===== src/rtl/core/binomial_mod_prime_lucas_defines.svh =====
// Assertion macros shared by the binomial residue block
`ifndef BINOMIAL_MOD_PRIME_LUCAS_DEFINES_SVH
`define BINOMIAL_MOD_PRIME_LUCAS_DEFINES_SVH

// antecedent implies consequent in the same cycle
`define BML_ASSERT_NOW(lbl, clk, rst, ante, cons) \
   lbl: assert property (@(posedge clk) disable iff (rst) (ante) |-> (cons)) \
      else $error("binomial block check failed");

// antecedent implies consequent in the next cycle
`define BML_ASSERT_NEXT(lbl, clk, rst, ante, cons) \
   lbl: assert property (@(posedge clk) disable iff (rst) (ante) |=> (cons)) \
      else $error("binomial block check failed");

`endif


===== src/rtl/core/bml_pkg.sv =====
// Shared types and constants of the binomial residue block
`default_nettype none

package bml_pkg;

   localparam int VALUE_W       = 63;
   localparam int DIV_CNT_W     = 6;
   localparam int MODULUS_RESET = 65537;

   typedef enum logic [2:0] {
      MUL_NUM,
      MUL_DEN,
      MUL_PW,
      MUL_BASE,
      MUL_SMALL,
      MUL_RES
   } mul_op_type;

   typedef struct packed {
      logic       load;
      logic       div_step;
      logic       mul_step;
      mul_op_type mul_op;
      logic       dig_init;
      logic       i_inc;
      logic       pow_init;
      logic       exp_shift;
      logic       res_clear;
      logic       out_load;
   } cmd_type;

   typedef struct packed {
      logic p_small;
      logic div_last;
      logic mul_last;
      logic y_gt_x;
      logic i_gt_y;
      logic exp_zero;
      logic exp_bit0;
      logic more;
      logic res_zero;
   } status_type;

endpackage

`default_nettype wire


===== src/rtl/core/bml_datapath.sv =====
// Datapath: modulus register, digit divider, serial modular multiplier
`default_nettype none

module bml_datapath #(
   parameter int MODULUS_BITS = 17
) (
   input  wire                            clock,
   input  wire                            reset,
   input  wire                            csr_wr_en,
   input  wire [MODULUS_BITS-1:0]         csr_wr_data,
   input  wire [bml_pkg::VALUE_W-1:0]     req_top_value,
   input  wire [bml_pkg::VALUE_W-1:0]     req_choose_count,
   input  wire bml_pkg::cmd_type          cmd,
   output bml_pkg::status_type            status,
   output logic [MODULUS_BITS-1:0]        rsp_binomial_residue
);
   import bml_pkg::*;

   localparam int MB  = MODULUS_BITS;
   localparam int MCW = $clog2(MB);

   logic [MB-1:0]        modulus_ff;
   logic [VALUE_W-1:0]   a_ff, b_ff;
   logic [MB-1:0]        rem_a_ff, rem_b_ff;
   logic [DIV_CNT_W-1:0] div_cnt_ff;
   logic [MB-1:0]        x_ff, y_ff, i_ff;
   logic [MB-1:0]        num_ff, den_ff, pw_ff, base_ff, exp_ff, res_ff;
   logic [MB-1:0]        acc_ff;
   logic [MCW-1:0]       mul_cnt_ff;
   logic [MB-1:0]        out_ff;

   logic [MB:0]          sh_a, sh_b;
   logic                 ge_a, ge_b;
   logic [MB-1:0]        rem_a_in, rem_b_in;
   logic [MB-1:0]        op_a, op_b;
   logic [MB:0]          dbl, dbl_red, add, add_red;
   logic [MB-1:0]        acc_in;
   logic                 div_last, mul_last;

   // restoring division of both arguments by p, one quotient bit a cycle
   always_comb begin
      sh_a     = {rem_a_ff, a_ff[VALUE_W-1]};
      sh_b     = {rem_b_ff, b_ff[VALUE_W-1]};
      ge_a     = sh_a >= {1'b0, modulus_ff};
      ge_b     = sh_b >= {1'b0, modulus_ff};
      rem_a_in = ge_a ? MB'(sh_a - {1'b0, modulus_ff}) : MB'(sh_a);
      rem_b_in = ge_b ? MB'(sh_b - {1'b0, modulus_ff}) : MB'(sh_b);
   end

   always_comb begin
      unique case (cmd.mul_op)
         MUL_NUM: begin
            op_a = num_ff;
            op_b = x_ff - i_ff + MB'(1);
         end
         MUL_DEN: begin
            op_a = den_ff;
            op_b = i_ff;
         end
         MUL_PW: begin
            op_a = pw_ff;
            op_b = base_ff;
         end
         MUL_BASE: begin
            op_a = base_ff;
            op_b = base_ff;
         end
         MUL_SMALL: begin
            op_a = num_ff;
            op_b = pw_ff;
         end
         MUL_RES: begin
            op_a = res_ff;
            op_b = num_ff;
         end
         default: begin
            op_a = '0;
            op_b = '0;
         end
      endcase
   end

   // double-and-add over the multiplier bits, MSB first, reduced each step
   always_comb begin
      dbl     = {acc_ff, 1'b0};
      dbl_red = (dbl >= {1'b0, modulus_ff}) ? dbl - {1'b0, modulus_ff} : dbl;
      add     = {1'b0, dbl_red[MB-1:0]} + {1'b0, op_a};
      add_red = (add >= {1'b0, modulus_ff}) ? add - {1'b0, modulus_ff} : add;
      acc_in  = op_b[mul_cnt_ff] ? add_red[MB-1:0] : dbl_red[MB-1:0];
   end

   assign div_last = cmd.div_step && (div_cnt_ff == '0);
   assign mul_last = cmd.mul_step && (mul_cnt_ff == '0);

   always_ff @(posedge clock) begin
      if (reset) begin
         modulus_ff <= MB'(MODULUS_RESET);
         div_cnt_ff <= DIV_CNT_W'(VALUE_W - 1);
         mul_cnt_ff <= MCW'(MB - 1);
         acc_ff     <= '0;
         rem_a_ff   <= '0;
         rem_b_ff   <= '0;
      end else begin
         if (csr_wr_en) begin
            modulus_ff <= csr_wr_data;
         end
         if (cmd.div_step && !div_last) begin
            div_cnt_ff <= div_cnt_ff - DIV_CNT_W'(1);
            rem_a_ff   <= rem_a_in;
            rem_b_ff   <= rem_b_in;
         end else begin
            div_cnt_ff <= DIV_CNT_W'(VALUE_W - 1);
            rem_a_ff   <= '0;
            rem_b_ff   <= '0;
         end
         if (cmd.mul_step && !mul_last) begin
            mul_cnt_ff <= mul_cnt_ff - MCW'(1);
            acc_ff     <= acc_in;
         end else begin
            mul_cnt_ff <= MCW'(MB - 1);
            acc_ff     <= '0;
         end
      end
   end

   always_ff @(posedge clock) begin
      if (cmd.load) begin
         a_ff   <= req_top_value;
         b_ff   <= req_choose_count;
         res_ff <= (modulus_ff < MB'(2)) ? '0 : MB'(1);
      end
      if (cmd.div_step) begin
         a_ff <= {a_ff[VALUE_W-2:0], ge_a};
         b_ff <= {b_ff[VALUE_W-2:0], ge_b};
      end
      if (div_last) begin
         x_ff <= rem_a_in;
         y_ff <= rem_b_in;
      end
      if (cmd.dig_init) begin
         num_ff <= MB'(1);
         den_ff <= MB'(1);
         i_ff   <= MB'(1);
      end
      if (cmd.i_inc) begin
         i_ff <= i_ff + MB'(1);
      end
      if (cmd.pow_init) begin
         base_ff <= den_ff;
         pw_ff   <= MB'(1);
         exp_ff  <= modulus_ff - MB'(2);
      end
      if (cmd.exp_shift) begin
         exp_ff <= exp_ff >> 1;
      end
      if (cmd.res_clear) begin
         res_ff <= '0;
      end
      if (mul_last) begin
         unique case (cmd.mul_op)
            MUL_NUM:   num_ff  <= acc_in;
            MUL_DEN:   den_ff  <= acc_in;
            MUL_PW:    pw_ff   <= acc_in;
            MUL_BASE:  base_ff <= acc_in;
            MUL_SMALL: num_ff  <= acc_in;
            MUL_RES:   res_ff  <= acc_in;
            default:   ;
         endcase
      end
      if (cmd.out_load) begin
         out_ff <= res_ff;
      end
   end

   always_comb begin
      status.p_small  = modulus_ff < MB'(2);
      status.div_last = div_last;
      status.mul_last = mul_last;
      status.y_gt_x   = y_ff > x_ff;
      status.i_gt_y   = i_ff > y_ff;
      status.exp_zero = exp_ff == '0;
      status.exp_bit0 = exp_ff[0];
      status.more     = (|a_ff) || (|b_ff);
      status.res_zero = res_ff == '0;
   end

   assign rsp_binomial_residue = out_ff;

endmodule

`default_nettype wire


===== src/rtl/core/bml_ctrl.sv =====
// Controller: sequences digit split, small binomials and the Fermat inverse
`default_nettype none
`include "binomial_mod_prime_lucas_defines.svh"

module bml_ctrl (
   input  wire                  clock,
   input  wire                  reset,
   input  wire                  req_valid,
   output logic                 req_stall,
   output logic                 rsp_valid,
   input  wire                  rsp_stall,
   input  wire bml_pkg::status_type status,
   output bml_pkg::cmd_type     cmd
);
   import bml_pkg::*;

   typedef enum logic [3:0] {
      ST_IDLE,
      ST_DIV,
      ST_CHK,
      ST_LOOP,
      ST_MNUM,
      ST_MDEN,
      ST_POWCHK,
      ST_MPW,
      ST_MBASE,
      ST_MSMALL,
      ST_MRES,
      ST_NEXT,
      ST_FIN
   } state_type;

   state_type state_ff;
   logic      rsp_valid_ff;
   logic      slot_free;
   logic      accept;

   assign req_stall = state_ff != ST_IDLE;
   assign accept    = req_valid && !req_stall;
   assign slot_free = !rsp_valid_ff || !rsp_stall;
   assign rsp_valid = rsp_valid_ff;

   always_comb begin
      cmd           = '0;
      cmd.mul_op    = MUL_NUM;
      cmd.load      = accept;
      cmd.div_step  = state_ff == ST_DIV;
      cmd.dig_init  = (state_ff == ST_CHK) && !status.y_gt_x;
      cmd.res_clear = (state_ff == ST_CHK) && status.y_gt_x;
      cmd.pow_init  = (state_ff == ST_LOOP) && status.i_gt_y;
      cmd.i_inc     = (state_ff == ST_MDEN) && status.mul_last;
      cmd.exp_shift = (state_ff == ST_MBASE) && status.mul_last;
      cmd.out_load  = (state_ff == ST_FIN) && slot_free;
      unique case (state_ff)
         ST_MNUM: begin
            cmd.mul_step = 1'b1;
            cmd.mul_op   = MUL_NUM;
         end
         ST_MDEN: begin
            cmd.mul_step = 1'b1;
            cmd.mul_op   = MUL_DEN;
         end
         ST_MPW: begin
            cmd.mul_step = 1'b1;
            cmd.mul_op   = MUL_PW;
         end
         ST_MBASE: begin
            cmd.mul_step = 1'b1;
            cmd.mul_op   = MUL_BASE;
         end
         ST_MSMALL: begin
            cmd.mul_step = 1'b1;
            cmd.mul_op   = MUL_SMALL;
         end
         ST_MRES: begin
            cmd.mul_step = 1'b1;
            cmd.mul_op   = MUL_RES;
         end
         default: ;
      endcase
   end

   always_ff @(posedge clock) begin
      if (reset) begin
         state_ff     <= ST_IDLE;
         rsp_valid_ff <= 1'b0;
      end else begin
         if (cmd.out_load) begin
            rsp_valid_ff <= 1'b1;
         end else if (!rsp_stall) begin
            rsp_valid_ff <= 1'b0;
         end
         unique case (state_ff)
            ST_IDLE: begin
               if (accept) begin
                  state_ff <= status.p_small ? ST_FIN : ST_DIV;
               end
            end
            ST_DIV: begin
               if (status.div_last) state_ff <= ST_CHK;
            end
            ST_CHK: begin
               state_ff <= status.y_gt_x ? ST_FIN : ST_LOOP;
            end
            ST_LOOP: begin
               state_ff <= status.i_gt_y ? ST_POWCHK : ST_MNUM;
            end
            ST_MNUM: begin
               if (status.mul_last) state_ff <= ST_MDEN;
            end
            ST_MDEN: begin
               if (status.mul_last) state_ff <= ST_LOOP;
            end
            ST_POWCHK: begin
               priority if (status.exp_zero) state_ff <= ST_MSMALL;
               else if (status.exp_bit0)     state_ff <= ST_MPW;
               else                          state_ff <= ST_MBASE;
            end
            ST_MPW: begin
               if (status.mul_last) state_ff <= ST_MBASE;
            end
            ST_MBASE: begin
               if (status.mul_last) state_ff <= ST_POWCHK;
            end
            ST_MSMALL: begin
               if (status.mul_last) state_ff <= ST_MRES;
            end
            ST_MRES: begin
               if (status.mul_last) state_ff <= ST_NEXT;
            end
            ST_NEXT: begin
               state_ff <= (status.more && !status.res_zero) ? ST_DIV : ST_FIN;
            end
            ST_FIN: begin
               if (slot_free) state_ff <= ST_IDLE;
            end
            default: state_ff <= ST_IDLE;
         endcase
      end
   end

   `BML_ASSERT_NEXT(a_accept_busy, clock, reset, accept, state_ff != ST_IDLE)
   `BML_ASSERT_NEXT(a_out_valid, clock, reset, cmd.out_load, rsp_valid_ff)
   `BML_ASSERT_NOW(a_div_in_div, clock, reset, status.div_last, state_ff == ST_DIV)
   `BML_ASSERT_NOW(a_mul_in_mul, clock, reset, status.mul_last, cmd.mul_step)

endmodule

`default_nettype wire


===== src/rtl/core/binomial_mod_prime_lucas.sv =====
// Top level of the binomial residue block (Lucas digits, Fermat inverse)
//
//   channel | direction | handshake            | payload
//   req     | in        | req_valid/req_stall  | req_top_value, req_choose_count
//   rsp     | out       | rsp_valid/rsp_stall  | rsp_binomial_residue
//   csr     | in        | csr_wr_en            | csr_wr_data (modulus p)
//
// Per base-p digit: bit-serial division of both arguments, then 2*y
// products plus about 2*log2(p) for the inverse power and 2 more, each
// product computed bit-serially on one shared serial multiplier.
// One item is in flight; a finished beat waits in the output register while
// the next beat is accepted. Synchronous reset sets modulus to 65537.
`default_nettype none

module binomial_mod_prime_lucas #(
   parameter int MODULUS_BITS = 17
) (
   input  wire                         clock,
   input  wire                         reset,
   input  wire                         csr_wr_en,
   input  wire [MODULUS_BITS-1:0]      csr_wr_data,
   input  wire                         req_valid,
   output logic                        req_stall,
   input  wire [bml_pkg::VALUE_W-1:0]  req_top_value,
   input  wire [bml_pkg::VALUE_W-1:0]  req_choose_count,
   output logic                        rsp_valid,
   input  wire                         rsp_stall,
   output logic [MODULUS_BITS-1:0]     rsp_binomial_residue
);
   import bml_pkg::*;

   cmd_type    cmd;
   status_type status;

   bml_ctrl u_ctrl (
      .clock     (clock),
      .reset     (reset),
      .req_valid (req_valid),
      .req_stall (req_stall),
      .rsp_valid (rsp_valid),
      .rsp_stall (rsp_stall),
      .status    (status),
      .cmd       (cmd)
   );

   bml_datapath #(
      .MODULUS_BITS (MODULUS_BITS)
   ) u_datapath (
      .clock                (clock),
      .reset                (reset),
      .csr_wr_en            (csr_wr_en),
      .csr_wr_data          (csr_wr_data),
      .req_top_value        (req_top_value),
      .req_choose_count     (req_choose_count),
      .cmd                  (cmd),
      .status               (status),
      .rsp_binomial_residue (rsp_binomial_residue)
   );

endmodule

`default_nettype wire


===== config.mk =====
export PLATFORM = sky130hd
export DESIGN_NAME = binomial_mod_prime_lucas
export DESIGN_NICKNAME = d
export VERILOG_FILES = /design/src/rtl/core/bml_pkg.sv /design/src/rtl/core/bml_datapath.sv /design/src/rtl/core/bml_ctrl.sv /design/src/rtl/core/binomial_mod_prime_lucas.sv
export VERILOG_INCLUDE_DIRS = /design/src /design/src/rtl/core
export SDC_FILE = /design/constraint.sdc
export NUM_CORES = 1
export LEC_CHECK = 0
export BUFFER_PORTS_ARGS = -buffer_cell sky130_fd_sc_hd__buf_4
export CAP_MARGIN = 20
export CORE_UTILIZATION = 55
export CTS_CLUSTER_DIAMETER = 30
export DETAILED_ROUTE_END_ITERATION = 10
export GPL_TIMING_DRIVEN = 0
export MAX_ROUTING_LAYER = met4
export PLACE_DENSITY = 0.74
export SYNTH_ARGS = -nofsm -noshare
export SYNTH_HDL_FRONTEND = slang
export SYNTH_SLANG_ARGS = --single-unit

===== constraint.sdc =====
create_clock -name clock -period 7.9 [get_ports clock]
set_clock_uncertainty 0.05 [all_clocks]
set_input_delay 0.79 -clock clock [delete_from_list [all_inputs] [get_ports clock]]
set_output_delay 0.79 -clock clock [all_outputs]
set_load 0.02 [all_outputs]

-- Word level (Yosys, flattened, before mapping)
Index checks and enable logic that the tools add are counted.
Widths: inputs -> output; s select.
- add/subtract/negate cells: 11
- multiply operators: 0
- div/mod/pow operators: 0
- magnitude comparators: 8
- equal/unequal tests: 27
- shift-type cells: 0
- mux-type cells: 53
- bitwise operators: 2
- reductions and logical operators: 38
- operators by type and width (kind ; number):
    $mux 17 ; 23
    $mux 63 ; 4
    $pmux 17 s5 ; 2
    $reduce_or 63->1 ; 2
    $sub 17x17->17 ; 5
    $ge 18x17->1 ; 4
    $mux 4 ; 14
    $pmux 4 s13 ; 1
    $add 17x1->17 const B ; 2
    $gt 17x17->1 ; 2
    $logic_not 17->1 ; 2
    $mux 16 ; 2
    $pmux 4 s6 ; 1
    $eq 4x4->1 const B ; 5
    $add 17x17->18 ; 1
    $ne 2x1->1 const B ; 9
    $lt 17x2->1 const B ; 1
    $sub 17x2->17 const B ; 1
    $eq 4x3->1 const B ; 4
    $logic_and 1x1->1 ; 12
    $reduce_and 9->1 ; 1
    $eq 4x2->1 const B ; 2
    $reduce_or 2->1 ; 4
    $logic_not 1->1 ; 7
    19 further kinds ; 28
- register bits after elaboration: 380
- bits in latches: 0
- RAM bits: 0
- bits in read-only memories: 0
- logic and storage cells: 160
- memories: 0

-- Longest topological paths before layout
- word-level depth: 11
- gate-level depth with buffers: 33
- mapped depth without buffers: 30

-- Modules after synthesis
From an unflattened synthesis, not the netlist that was laid out.
- cell total of the unflattened synthesis: 2320
- area, all modules: 23177.2 µm²
- by module, submodules not included (module ; times used ; cells each ; area an instance (µm²) ; sequential area each (µm²)):
    bml_datapath ; 1 ; 2237 ; 22531.6 ; 9609.2
    bml_ctrl ; 1 ; 83 ; 645.6 ; 100.1

-- Least setup slack after synthesis
No wires, ideal clock.
- kind: register to register
- start: register u_datapath.modulus_ff[3]
- end: register u_datapath.base_ff[16]
- setup time: 0.138 ns
- arrival: 6.470 ns
- path slack: 1.241 ns
- stages on the path, launching flop included: 30
- buffers on the path: 3
- cells stage by stage: dfxtp_1 > inv_1 > ha_1 > nor2_1 > a211oi_1 > nor3_1 > o21ai_0 > o211ai_1 > a21o_1 > clkbuf_1 > clkbuf_1 > nor2_1 > ha_1 > fa_1 > a211oi_1 > o21bai_1 > a221oi_1 > o211ai_1 > a31o_2 > a21oi_1 > xnor2_1 > ha_1 > nand3_1 > nor3_1 > a21oi_1 > o211ai_1 > clkbuf_1 > mux2_2 > mux2i_2 > mux2i_1
- cells in the longest elaborated chain, start to end: 8
- ends and longest elaborated chain (what ; line ; text):
    start, declared ; bml_datapath.sv:22 ; logic [MB-1:0] modulus_ff;
    start signal, assigned ; bml_datapath.sv:97 ; modulus_ff <= MB'(MODULUS_RESET);
    start signal, assigned ; bml_datapath.sv:105 ; modulus_ff <= csr_wr_data;
    $sub 17x17->17 / $ge 18x17->1 (equally long branches) ; bml_datapath.sv:86 ; dbl_red = (dbl >= {1'b0, modulus_ff}) ? dbl - {1'b0, modulus_ff} : dbl;
    $mux 17 ; bml_datapath.sv:86 ;
    $add 17x17->18 ; bml_datapath.sv:87 ; add = {1'b0, dbl_red[MB-1:0]} + {1'b0, op_a};
    $sub 17x17->17 / $ge 18x17->1 (equally long branches) ; bml_datapath.sv:88 ; add_red = (add >= {1'b0, modulus_ff}) ? add - {1'b0, modulus_ff} : add;
    $mux 17 ; bml_datapath.sv:88 ;
    $mux 17 (*) ; bml_datapath.sv:89 ; acc_in = op_b[mul_cnt_ff] ? add_red[MB-1:0] : dbl_red[MB-1:0];
    $mux 17 (*) ; bml_datapath.sv:160 ; unique case (cmd.mul_op)
    $mux 17 (*) ; bml_datapath.sv:159 ; if (mul_last) begin
    end signal, assigned ; bml_datapath.sv:149 ; base_ff <= den_ff;
    end signal, assigned ; bml_datapath.sv:164 ; MUL_BASE: base_ff <= acc_in;
    end, declared ; bml_datapath.sv:27 ; logic [MB-1:0] num_ff, den_ff, pw_ff, base_ff, exp_ff, res_ff;
Mark *: on every way between the ends. The rest lies on a longest branch, timed or not.
A chain may end at the register's enable or synchronous reset.

-- Worst setup path after layout
- start: register u_datapath.modulus_ff[7]
- end: register u_datapath.base_ff[5]
- cells in the longest elaborated chain, start to end: 8
- ends and longest elaborated chain (what ; line):
    $ge 18x17->1 / $sub 17x17->17 (equally long branches) ; bml_datapath.sv:86
    $mux 17 ; bml_datapath.sv:86
    $add 17x17->18 ; bml_datapath.sv:87
    $sub 17x17->17 / $ge 18x17->1 (equally long branches) ; bml_datapath.sv:88
    $mux 17 ; bml_datapath.sv:88
    $mux 17 (*) ; bml_datapath.sv:89
    $mux 17 (*) ; bml_datapath.sv:160
    $mux 17 (*) ; bml_datapath.sv:159
Marks and branches as above.

==> out/summary.txt <==
run status -> finished, final reports clean
Worst Hold End -> u_datapath.modulus_ff[8]
overall routing resource usage -> 0.353
reported leakage power -> 12.0 nW
ratio of total power to cell area -> 313 nW/um^2
I/O pin total -> 167
Synth warnings -> 0
largest buffer count on any clock path -> 3
setup repair after global routing missed its margin -> no
core utilization of the finished layout -> 0.684
post-CTS setup-driven buffer insertion count -> 0
CTS sink count -> 380
worst r2r src -> u_datapath.modulus_ff[7]
antenna cells -> 0
worst relative slew slack -> 0.310
Vert. Die Dim -> 205 um
GPL Wtd Cong -> 1.07
Max stage delay cell, worst path -> mux2i_2
total of endpoints with negative setup slack in the final report -> 0
instance count of the mapped netlist -> 2,465
wire length of the first global-routing pass -> 109 mm
row cnt -> 73
Synth-to-Final Area Change -> 21.3%
number of nets in the synthesized netlist -> 2,773
first-pass iteration count of the detailed router -> 6
Via-to-Cell Ratio -> 6.05
aggregate routed wire length -> 70.8 mm
R2R setup slack -> 480 ps
total design power -> 0.00858 W
Fill cells -> 3,136
mapped cell area -> 22,600 um^2
number of hold-repair buffers added at the cts stage -> 0
aggregate global routing overflow -> 0
worst-margin pin slew -> 1030 ps
Max Fanout on Critical Path -> 10
clock tree from TritonCTS -> done
area of the die -> 41,900 um^2
depth of the worst register-to-register path -> 30
clock insertion delay at the later pin of the skew report -> 620 ps
level count of the clock H-tree -> 3
largest net degree at the start of global routing -> 68
share of synthesized area occupied by flip-flops and latches -> 0.430
total negative setup slack -> 0 ps
Root Driver -> clkbuf_16
number of clock buffers inserted by TritonCTS -> 83
type of the worst setup path -> flip-flop to flip-flop
detailed-route via count -> 20.0k
registers with the highest flip-flop counts -> u_datapath.a_ff: 63 flops, u_datapath.b_ff: 63 flops
Core Area -> 40,100 um^2
clock period minus worst slack -> 7420 ps
total area of multi-input combinational cells -> 12,100 um^2
area occupied by registers -> 9710 um^2
Worst Hold Depth -> 3
mean routed wirelength per cell -> 21.4 um
maximum achievable frequency -> 135 MHz
critical path launch point type -> flip-flop
Worst Min Path Start -> csr_wr_data[8]
synthesized area per cell -> 9.17 um^2
data arrival time of the critical path -> 7940 ps
starting utilization of the core area -> 0.564
slowest stage delay, CP -> 460 ps
ys flop type -> edfxtp_1
number of antenna violations at the first check in global routing -> 1
distinct cell type count of the synthesized netlist -> 88
total of max-cap violations -> 0
Crit. End Element -> flip-flop
Final Hold Viols -> 0
Detail Route Antenna Nets -> 0
number of synthesized register bits -> 380
reg-to-reg critical path endpoint -> u_datapath.base_ff[5]
total DRC errors in the routed layout -> 0
register clock-pin slew on the reported worst setup and hold paths -> 60 ps
Port-buffer cells -> 165
final layout net count -> 3,024
proportion of layout cells with a drive suffix above 1 -> 0.148
number of pins exceeding their max-slew limit in the final report -> 0
die width -> 205 um
first-iteration detailed-routing DRC count -> 1,876
number of global-route vias before repair -> 19.5k
FFs w/ async S/R, synth -> 0
Hold Path Class -> input port to flip-flop
final critical-path share of the clock period -> 0.939
number of gates resized after CTS -> 8
peak supply drop -> 0.279 mV
final HPWL from detailed placement -> 53.6 mm
Req. time, crit path -> 8420 ps
Post-synth EDFFs -> 210
-- worst max-delay path: cells and delay by family (launching register included) --
family	cells	cell delay [ps]
multiplexers	2	700
AO/OA/AOI/OAI	17	3620
buffers and inverters	5	1010
flip-flops	1	420
AND/OR/NAND/NOR	3	410
adder cells (fa/ha/maj)	3	1120
-- cells in the final DEF (no fill, tap or decap), drive strengths merged, types with 7 or more instances in the layout --
cell,n
nor4,49
nand2b,13
nand3,55
o211ai,14
o21bai,9
o21a,26
a21oi,114
a22o,51
nor2b,26
buf,199
mux2i,53
clkbuf,162
nor3,45
nor2,159
a22oi,46
and3,10
edfxtp,210
inv,144
xor2,29
or3,13
nand2,514
a221o,7
xnor2,69
clkinv,25
a21o,37
a21boi,7
a31oi,16
ha,154
and2,45
mux2,49
o21ai,97
dfxtp,170
a211oi,16
o22ai,7
clkinvlp,8
a221oi,15
nand4,34
-- cells in the mapped netlist, types with 48 or more instances --
cell type,count,area [um^2]
nand2_1,513,1930
edfxtp_1,210,6310
dfxtp_1,170,3400
nor2_1,159,597
ha_1,154,1930
inv_1,122,458
a21oi_1,114,571
o21ai_0,88,440
xnor2_1,69,604
clkbuf_1,68,255
nand3_1,55,275
a22o_1,51,447
mux2i_1,50,500
nor4_1,48,300
-- layer usage --
metal / GRT usage / part of all wire
met1: 0.451 / 0.42
met2: 0.544 / 0.46
met3: 0.0611 / 0.083
met4: 0.163 / 0.043
met5: - / 0
-- cell families (layout without fill, tap and decap cells) --
kind of cell             after synthesis  after routing  share of synthesized area
AND/OR/NAND/NOR                      988            988                      0.197
AO/OA/AOI/OAI                        515            515                      0.156
flip-flops                           380            380                      0.430
buffers and inverters                222            543                     0.0395
adder cells (fa/ha/maj)              160            160                     0.0906
multiplexers                         102            102                     0.0499
XOR/XNOR                              98             98                     0.0380
-- worst max-delay path by stage --
stage | startpoint | to | slack [ps] | cells past startpoint
floorplan | u_datapath.modulus_ff[3] | u_datapath.base_ff[16] | 1240 | 29
global route | u_datapath.modulus_ff[9] | u_datapath.base_ff[5] | 10 | 30
CTS | u_datapath.modulus_ff[7] | u_datapath.base_ff[14] | 30 | 28
detailed placement | u_datapath.modulus_ff[7] | u_datapath.den_ff[16] | -560 | 29
global placement | u_datapath.modulus_ff[7] | u_datapath.base_ff[3] | -470 | 29
finish | u_datapath.modulus_ff[7] | u_datapath.base_ff[5] | 480 | 30
-- stage by stage --
step	instance area, um^2	setup WS [ps]	hold WS, ps	instances
2_1_floorplan	22600	1240	363	2465
3_3_place_gp	24500	-470	377	3155
3_5_place_dp	24500	-559	392	3156
4_1_cts	27400	34.7	339	3311
5_1_grt	27400	11.8	366	3311
6_report	27400	482	362	3311
-- cell type report --
class / instances / share of cell area
timing repair buffer: 166 / 0.0462
buffer: 100 / 0.0161
inverter: 122 / 0.0167
clock buffer: 95 / 0.0778
clock inverter: 60 / 0.0233
sequential: 380 / 0.354
multi-input combinational: 1863 / 0.442
tap: 525 / 0.0240
-- where the power goes --
group          leakage (nW)  switching, W  total (W)  internal (W)
sequential             3.39      0.000285    0.00301       0.00272
combinational          7.24       0.00143    0.00218      0.000747
clock                  1.34       0.00124    0.00340       0.00216
total                  12.0       0.00296    0.00858       0.00563
No activity file was read; power rests on OpenSTA's default activity.
